<file path="src/rtl/core/tcfb_pkg.sv">
`timescale 1ns / 1ps
package tcfb_pkg;

	localparam int MAX_ROWS_DEF = 32;
	localparam int MAX_COLS_DEF = 128;

	localparam logic [5:0] ROWS_RST  = 6'd24;
	localparam logic [7:0] COLS_RST  = 8'd80;
	localparam logic       COLOR_RST = 1'b1;

	localparam logic [2:0] OP_CLEAR  = 3'd0;
	localparam logic [2:0] OP_POINT  = 3'd1;
	localparam logic [2:0] OP_HLINE  = 3'd2;
	localparam logic [2:0] OP_VLINE  = 3'd3;
	localparam logic [2:0] OP_RECT   = 3'd4;
	localparam logic [2:0] OP_RENDER = 3'd5;

	localparam logic [1:0] REG_ROWS  = 2'd0;
	localparam logic [1:0] REG_COLS  = 2'd1;
	localparam logic [1:0] REG_COLOR = 2'd2;

	typedef struct packed {
		logic [7:0] ch;
		logic [4:0] fg;
		logic [4:0] bg;
	} cell_t;

	localparam cell_t CELL_BLANK = '{ch: 8'h20, fg: 5'd0, bg: 5'd0};

	typedef struct packed {
		logic  load;
		cell_t entry;
		logic  color;
		logic  newline;
	} emit_load_t;

endpackage

</file>
<file path="src/rtl/core/tcfb_emit.sv">
`timescale 1ns / 1ps
module tcfb_emit (
	input  logic                 clk,
	input  logic                 arst_n,
	input  tcfb_pkg::emit_load_t ld,
	output logic                 active,
	output logic                 result_valid,
	output logic [7:0]           out_byte,
	output logic                 last_byte
);
	import tcfb_pkg::*;

	localparam int SLOTS = 18;

	logic [SLOTS-1:0] mask_q;
	logic [SLOTS-1:0] mask_d;
	logic [SLOTS-1:0] pick;
	cell_t            cell_q;
	logic [7:0]       fg_dig;
	logic [7:0]       bg_dig;
	logic [7:0]       slot [SLOTS];
	logic             col, fe, be, big;

	always_comb begin
		col = ld.color;
		fe  = ld.entry.fg != 5'd0;
		be  = ld.entry.bg != 5'd0;
		big = ld.entry.fg > 5'd8;
		mask_d = {ld.newline, {5{col}}, 1'b1, col, {2{col & be}},
			{3{col & fe}}, {2{col & big}}, {3{col}}};
	end

	always_comb begin
		fg_dig = 8'h30 + {5'd0, 3'(cell_q.fg - 5'd1)};
		bg_dig = 8'h30 + {5'd0, 3'(cell_q.bg - 5'd1)};
		slot[0]  = 8'h1b;
		slot[1]  = 8'h5b;
		slot[2]  = 8'h30;
		slot[3]  = 8'h31;
		slot[4]  = 8'h3b;
		slot[5]  = 8'h33;
		slot[6]  = fg_dig;
		slot[7]  = 8'h3b;
		slot[8]  = 8'h34;
		slot[9]  = bg_dig;
		slot[10] = 8'h6d;
		slot[11] = cell_q.ch;
		slot[12] = 8'h1b;
		slot[13] = 8'h5b;
		slot[14] = 8'h30;
		slot[15] = 8'h3b;
		slot[16] = 8'h6d;
		slot[17] = 8'h0a;
	end

	always_comb begin
		pick = mask_q & (~mask_q + SLOTS'(1));
		out_byte = 8'd0;
		for (int k = 0; k < SLOTS; k++) begin
			out_byte = out_byte | (pick[k] ? slot[k] : 8'd0);
		end
	end

	assign result_valid = |mask_q;
	assign active       = |mask_q;
	assign last_byte    = result_valid && ((mask_q & (mask_q - SLOTS'(1))) == '0);

	always_ff @(posedge clk or negedge arst_n) begin
		if (!arst_n) begin
			mask_q <= '0;
		end else if (ld.load) begin
			mask_q <= mask_d;
		end else begin
			mask_q <= mask_q & ~pick;
		end
	end

	always_ff @(posedge clk) begin
		if (ld.load) begin
			cell_q <= ld.entry;
		end
	end
endmodule

</file>
<file path="config.mk">
export PLATFORM = sky130hd
export DESIGN_NAME = tcfb_emit
export DESIGN_NICKNAME = d
export VERILOG_FILES = /design/src/rtl/core/tcfb_pkg.sv /design/src/rtl/core/tcfb_emit.sv
export SDC_FILE = /design/constraint.sdc
export NUM_CORES = 1
export LEC_CHECK = 0
export ABC_CLOCK_PERIOD_IN_PS = 3400
export BUFFER_PORTS_ARGS = -buffer_cell sky130_fd_sc_hd__buf_2
export CAP_MARGIN = 20
export CORE_MARGIN = 1.5
export CORE_UTILIZATION = 40
export DETAILED_ROUTE_END_ITERATION = 12
export SYNTH_ARGS = -nofsm -noshare
export SYNTH_HDL_FRONTEND = slang
export SYNTH_SLANG_ARGS = --single-unit
</file>
<file path="constraint.sdc">
create_clock -name clk -period 3.4 [get_ports clk]
set_input_delay 0.51 -clock clk [delete_from_list [all_inputs] [get_ports clk]]
set_output_delay 0.51 -clock clk [all_outputs]
set_load 0.02 [all_outputs]
</file>
After elaboration in Yosys (flattened, before gate mapping)
Index checks and enable logic that the tools add are counted.
Cells by class
  add/subtract/negate cells: 6
  $lt $le $gt $ge: 1
  mux-type cells: 19
  bitwise gates (word level): 25
  reduce and logical (&&, ||, !) cells: 5
Operators by type and width (count)
  18-bit bitwise AND: 3
  6-bit 2-to-1 mux: 8
  7-bit 2-to-1 mux: 6
  7-bit by 6-bit OR with 7-bit output: 6
  18-bit inverter: 2
  7-bit OR: 3
  18-bit by 1-bit adder with 18-bit output (second input constant): 1
  18-bit logical NOT: 1
  18-bit 2-to-1 mux: 1
  18-bit OR reduction: 1
  18-bit by 1-bit subtractor with 18-bit output (second input constant): 1
  8-bit by 6-bit OR with 8-bit output: 2
  8-bit by 7-bit OR with 8-bit output: 2
  6-bit by 3-bit adder with 7-bit output (first input constant): 2
  5-bit 2-to-1 mux: 2
  5-bit nonzero test: 2
  8-bit 2-to-1 mux: 1
  7-bit by 8-bit OR with 8-bit output: 1
  8-bit by 4-bit OR with 8-bit output: 1
  8-bit by 5-bit OR with 8-bit output: 1
  5-bit by 7-bit OR with 7-bit output: 1
  3-bit by 1-bit subtractor with 3-bit output (second input constant): 2
  5-bit by 4-bit greater-than comparator with 1-bit output (second input constant): 1
  4-bit 2-to-1 mux: 1
  2 further kinds: 4
Word-level totals
  bits in registers: 32
  output and inout port bits: 11

Longest topological paths before layout
Gate-level depths: netlist of the first run.
  word-level depth: 21
  depth in mapped cells: 7
  depth with buffers taken out: 6

Worst setup path after synthesis of the first run
OpenSTA, ideal clock, no wires.
  path type: register to output
  from: register mask_q[2]
  to: output last_byte
  arrival: 2.407 ns
  required time: 2.890 ns
  path slack: 0.483 ns
  cell stages (with the launch flop): 8
  buffers on the path: 2
  cell sequence: dfrtp_1 > buf_6 > or4_4 > or4_4 > buf_6 > o21ai_2 > o211ai_2 > a2111oi_2
On the way
  word-level cells in the longest chain between the ends: 4
  elaborated cells between the ends (all ways): 5
  those cells by class: add/sub (1); bitwise (1); reduce/logical (3)
Ends and longest elaborated chain
  start, declared: line tcfb_emit.sv:15  | logic [SLOTS-1:0] mask_q;
  start signal, assigned: line tcfb_emit.sv:72  | mask_q <= mask_d;
  start signal, assigned: line tcfb_emit.sv:74  | mask_q <= mask_q & ~pick;
  18-bit by 1-bit subtractor with 18-bit output: line tcfb_emit.sv:66  | assign last_byte = result_valid && ((mask_q & (mask_q - SLOTS'(1))) == '0);
  18-bit bitwise AND: line tcfb_emit.sv:66
  18-bit logical NOT: line tcfb_emit.sv:66
  1-bit logical AND *: line tcfb_emit.sv:66
  end, declared: line tcfb_emit.sv:9  | output logic last_byte
Mark *: on every way between the ends. The rest lies on a longest branch, timed or not.

Final worst setup path of the first run
  from: register mask_q[0]
  to: output last_byte
The elaborated chain is that of the path after synthesis.

==> metrics.txt, run 1 <==
status=complete, no violations; Power Dens Cells=445 mW/mm^2; DP HPWL=3160 microns; sw frac=30.6%; Pre-antenna DRT Iters=4; grt ovf=0; Vias per Instance=5.59; Non-Filler Instances=278; CORE AREA=0.00432 sq mm; Post-Syn Area=0.00180 sq mm; critical path class=register to primary output; antenna viol nets, final=0; Critical Path AT=2.71 ns; first-pass GRT wire length=7370 microns; sequential area share after synthesis=48.5%; RSZ-0062 raised after global routing=no; Final min period=3.22 ns; final hold violation count=0; max cap viols=0; vias in the first global route=1479; fin. max-slew vios=0; Setup WS post-layout=0.184 ns; Int Pwr=651 uW; Leak=0.898 nW; endpoints failing setup=0; synth unique cells=51; GRT Util Overall=19.5%; pin count of the biggest net entering global routing=34; Critical Path Slowest Stage Cell=or4_1; Synth Flop Type=dfrtp_1; cell taking the most area after synthesis=dfrtp_1; CP endpoint kind=primary output; H-tree levels=2; clk buf depth=2; skew final=0.00853 ns; Worst Max-Slew Pin Slew=0.732 ns; synthesized netlist cell count=186; Initial Util=41.6%; routed wire length per instance=16.1 microns; worst reg2reg startpoint=mask_q[2]; EDFF count, synth=14; die height=70.0 microns; Finished Cell Area=0.00210 sq mm; Net Sw Power=286 uW; R2R depth=4; Die W=70.0 microns; initial antenna violation count=0; die area=0.00490 sq mm; root buffer cell=clkbuf_8; Syn-to-layout area delta=17.1%; period utilization=94.6%; Flop pwr share=50.7%; R2R Setup Slk=1.17 ns; syn avg cell area=9.66 sq um; YS warnings=0; Gate power share=19.1%; relative slew slack=50.7%; clock tree sinks=32; Placed Area=0.00201 sq mm; crit path max fanout=8; net count after synthesis=211; initial DRC count=46; Async SR Flop Fraction=56.3%; Setup TNS=0 ns; ANT cells=0; CTS buffer count=5; Critical Path Start Type=register; layout filler cell count=410; placed cells=268; RR Endpoint=mask_q[17]; Vias=1553; highest clock rate=311 MHz; I/O pin count=34; hold bufs inserted after CTS=0; worst ir drop on vdd=0.312 mV; number of remaining DRC errors=0; Port Buffers=33; share of cells above drive strength 1=24.3%; HP Class=input port to async pin; post-synth top area share=25.1%; Final nets=250; Clk pwr share=30.2%; synth top area cells=dfrtp_1 (25%), edfxtp_1 (23%), o21ai_0 (3.9%), nand2_1 (3.8%), nor2_1 (3.3%); crit path cell chain=nor4_4 -> nand3_2 -> or4_1 -> or2_1 -> a2111oi_2 -> buf_2; Final Wtd Congestion=0.906; fin util=48.6%; Post-synth top cells=dfrtp_1 (18), nand2_1 (18), nor2_1 (16), inv_1 (15); CTS tree=yes; worst path required time=2.89 ns; DP Worst Slack=0.427 ns; Detailed Route WL=4460 microns; row count=24; clk_lat worst skew=0.28 ns; flops & latches, synth=32; CP max stage delay=0.58 ns; clock slew at reported path FFs=0.07 ns
-- routing by layer --
| layer | up-vias | track usage [%] | part of all wire (%) |
|---|---|---|---|
| met5 | - | 0 | 0 |
| met4 | 0 | 7.26 | 0.58 |
| met3 | 2 | 4.62 | 6.9 |
| met2 | 67 | 28.6 | 46 |
| met1 | 722 | 28.0 | 47 |
| li1 | 762 | - | - |
-- worst max path at each step --
stage | from | end | slack [ns] | depth (start not counted)
floorplan | mask_q[2] | last_byte | 0.48 | 7
global placement | mask_q[2] | last_byte | 0.51 | 6
detailed placement | mask_q[2] | last_byte | 0.43 | 6
CTS | mask_q[2] | last_byte | 0.10 | 6
global route | mask_q[0] | last_byte | 0.09 | 6
finish | mask_q[0] | last_byte | 0.18 | 6
-- layout by cell type (no fill, tap or decap), drive strengths merged, types with 6 or more instances in the layout --
master and n:
clkbuf 6, inv 15, edfxtp 14, buf 38, nand3 7, nand2 18, nor2 16, o21ai 16
o31ai 7, a21oi 7, nor3 7, dfrtp 18
-- per-stage QoR --
stage	hold WS, ns	power (mW)
floorplan	0.214	0.589
global placement	0.474	0.658
detailed placement	0.479	0.656
CTS	0.172	0.935
global route	0.192	0.983
finish	0.150	0.937
-- flip-flops by register name, indices dropped and copies added, names as in the netlist --
| name | cells |
|---|---|
| cell_q | 14 |
| mask_q | 18 |
-- power groups by stage --
stage	logic, mW	registers [mW]	clock network, mW
after floorplan	0.121	0.468	0
after global placement	0.177	0.481	0
after detailed placement	0.175	0.481	0
after CTS	0.176	0.474	0.285
after global routing	0.201	0.479	0.303
final	0.179	0.475	0.283
-- critical path, delay by kind of cell, from the launching register on --
family	cells	cell delay, ns
compound gates	1	0.29
buf+inv	1	0.22
flops	1	0.48
simple gates	4	1.43
-- final cells by class --
type | instances | area, sq um | area share, %
sequential | 32 | 871 | 41.4
multi-input combinational | 133 | 828 | 39.4
timing repair buffer | 38 | 203 | 9.64
clock buffer | 6 | 72.6 | 3.45
tap | 52 | 65.1 | 3.09
inverter | 15 | 56.3 | 2.68
clock inverter | 2 | 7.51 | 0.357
-- cell families after synthesis --
| logic type | after synthesis | share of synthesized area, % |
|---|---|---|
| AOI/OAI and AO/OA | 48 | 18.5 |
| xor gates and xnor gates | 2 | 0.975 |
| adders and majority gates | 2 | 1.39 |
| buffers and inverters | 21 | 5.43 |
| DFF | 32 | 48.5 |
| muxes | 1 | 0.557 |
| and+or+nand+nor | 80 | 24.7 |
-- timing repair --
action | CTS | global route
setup buffers | 0 | 2
setup endpoints to repair | 0 | 1
endpoints found under the hold margin | 0 | 0
resized for setup | 0 | 0
(Power assumes the default switching activity.)
==> run 2: changes to the inputs <==
ABC_AREA = 1   (was not set)
==> metrics.txt, run 2 <==
Vias=1599 (+3.0%); max reg flops=18 (unchanged); Pre-antenna DRT Iters=4 (unchanged); first-pass GRT wire length=7420 microns (+0.65%); flops & latches, synth=32 (unchanged); clk_lat worst skew=0.29 ns (about the same); Synth Flop Type=dfrtp_1; sw frac=31.3% (+0.77 points); metal3 WL=216 microns (-29%); most common cell in the synthesized netlist=nand2_1; final hold violation count=0 (unchanged); Power Dens Cells=442 mW/mm^2 (-0.76%); Vias per Instance=5.06 (-9.4%); Post-CTS Setup Bufs=0 (unchanged); CTS buffer count=5 (unchanged); DP HPWL=3430 microns (+8.8%); Post-Syn Area=0.00180 sq mm (+0.42%); worst ir drop on vdd=0.202 mV (-35%); highest clock rate=401 MHz (+29%); commonest non-fill, non-tap cell in the layout=nand2_1; commonest non-fill, non-tap cells in the layout=nand2_1 (54), nor2_1 (35), buf_2 (33); Post-synth top cells=nand2_1 (54), nor2_1 (35), inv_1 (22); synth top area cells=dfrtp_1 (25%), edfxtp_1 (23%), nand2_1 (11%), nor2_1 (7.3%), nand3_1 (5.0%); synth unique cells=31 (-39%); initial DRC count=81 (+76%); endpoints failing setup=0 (unchanged); EDFF count, synth=14 (unchanged); Top Layer Used=met4; antenna viol nets, final=0 (unchanged); CORE AREA=0.00435 sq mm (+0.69%); Gate power share=18.3% (-0.8 points); hold bufs inserted after CTS=0 (unchanged); initial antenna violation count=0 (unchanged); fin. max-slew vios=0 (unchanged); clock slew at reported path FFs=0.08 ns (about the same); Int Pwr=639 uW (-1.9%); Final Wtd Congestion=0.950 (+4.8%); Port Buffers=33 (unchanged); Setup TNS=0 ns (unchanged); grt ovf=0 (unchanged); cell taking the most area after synthesis=dfrtp_1; Clk pwr share=31.5% (+1.3 points); die area=0.00492 sq mm (+0.40%); row count=24 (unchanged); wl on met1=1970 microns (-5.2%); register name with the most flops=mask_q; crit path max fanout=11 (+3); die height=70.2 microns (+0.20%); Die W=70.2 microns (+0.20%); HP Class=input port to async pin; Worst Max-Slew Pin Slew=0.523 ns (-0.208 ns); layout filler cell count=424 (+3.4%); CTS tree=yes; post-cts gate resize count=0 (unchanged); clk buf depth=2 (unchanged); pin count of the biggest net entering global routing=31 (-8.8%); routed wire length per instance=13.7 microns (-15%); status=complete, no violations; net count after synthesis=251 (+19%); synthesized netlist cell count=226 (+22%); Flop pwr share=50.3% (-0.4 points); Net Sw Power=291 uW (+1.7%); post-synth top area share=25.0% (-0.10 points); Critical Path Start Type=register; Final min period=2.50 ns (-0.720 ns); clock tree sinks=32 (unchanged); I/O pin count=34 (unchanged); critical path class=register to primary output; Initial Util=41.4% (-0.11 points); max cap viols=0 (unchanged); skew final=0.00913 ns (+0.000594 ns); sequential area share after synthesis=48.3% (-0.20 points); GRT Util Overall=19.8% (+0.34 points); Detailed Route WL=4330 microns (-3.0%); ANT cells=0 (unchanged); share of cells above drive strength 1=23.5% (-0.85 points); YS warnings=0 (unchanged); hold_ws=0.141 ns (-0.00893 ns); root buffer cell=clkbuf_8; relative slew slack=64.7% (+14 points); H-tree levels=2 (unchanged); vias in the first global route=1559 (+5.4%); period utilization=73.4% (-21 points); Sequential cell area=871 sq um (unchanged); CP endpoint kind=primary output; met2 wire length=2030 microns (-1.4%); worst path required time=2.89 ns (about the same); number of remaining DRC errors=0 (unchanged); syn avg cell area=7.98 sq um (-17%); Async SR Flop Fraction=56.3% (unchanged); RSZ-0062 raised after global routing=no; Leak=1.01 nW (+13%); Final nets=288 (+15%); Syn-to-layout area delta=16.6%; Regs by FF count=mask_q x18, cell_q x14; Critical Path AT=1.99 ns (-0.72 ns); footprint of the multi-input gates=813 sq um (-1.8%)
-- run 2: through the flow --
step                      worst slack, ns  util [%]  cells  total power [mW]  cell area (sq um)
after floorplan                      1.46         -    226             0.580               1800
after global placement               1.24      46.3    308             0.644               2020
after detailed placement             1.23      46.3    308             0.645               2020
after CTS                           0.899      48.3    316             0.939               2100
after global routing                0.681      48.3    316             0.987               2100
final                               0.904      48.3    316             0.930               2100
-- run 2: worst max-delay path, stage by stage, from the launching register on --
cell,delay [ns]
dfrtp_1,0.43
nor2_1,0.21
nand2_1,0.13
nor2_4,0.29
nand3_1,0.19
nand2_1,0.13
nor2_1,0.06
nand3b_1,0.08
buf_2,0.16
-- run 2: layout make-up --
cell class	instances	share of cell area, %
tap	52	3.09
sequential	32	41.4
clock inverter	3	0.892
multi-input combinational	165	38.7
timing repair buffer	34	8.21
clock buffer	5	3.27
inverter	25	4.46
-- run 2: cell families after synthesis --
kind of cell               Yosys count  share of synthesized area [%]
and+or+nand+nor                    132                           33.8
DFF                                 32                           48.3
AOI/OAI and AO/OA                   29                           8.88
buffers and inverters               29                           6.66
xor gates and xnor gates             2                          0.971
adders and majority gates            2                           1.39
-- run 2: worst paths after layout --
| path | slack (ns) | to | cells after the start | start |
|---|---|---|---|---|
| min in group clk | 0.40 | cell_q[14] | 1 | ld[16] |
| worst min register to register | 0.61 | mask_q[5] | 2 | mask_q[5] |
| worst min-delay path | 0.14 | mask_q[3] | 1 | arst_n |
| worst max register to register | 1.91 | mask_q[17] | 6 | mask_q[1] |
| worst max-delay path | 0.90 | out_byte[1] | 8 | mask_q[7] |
| max in group asynchronous | 2.96 | mask_q[15] | 1 | arst_n |
-- run 2: power by group through the flow --
stage	combinational, mW	sequential (mW)	clock (mW)
finish	0.170	0.467	0.292
global route	0.195	0.472	0.320
CTS	0.171	0.467	0.301
detailed placement	0.171	0.475	0
global placement	0.170	0.474	0
floorplan	0.113	0.467	0
-- run 2: per-layer routing --
metal	GRT usage, %	vias to the layer above
li1	-	809
met1	25.9	734
met2	31.1	45
met3	4.76	11
met4	8.97	0
met5	0	-
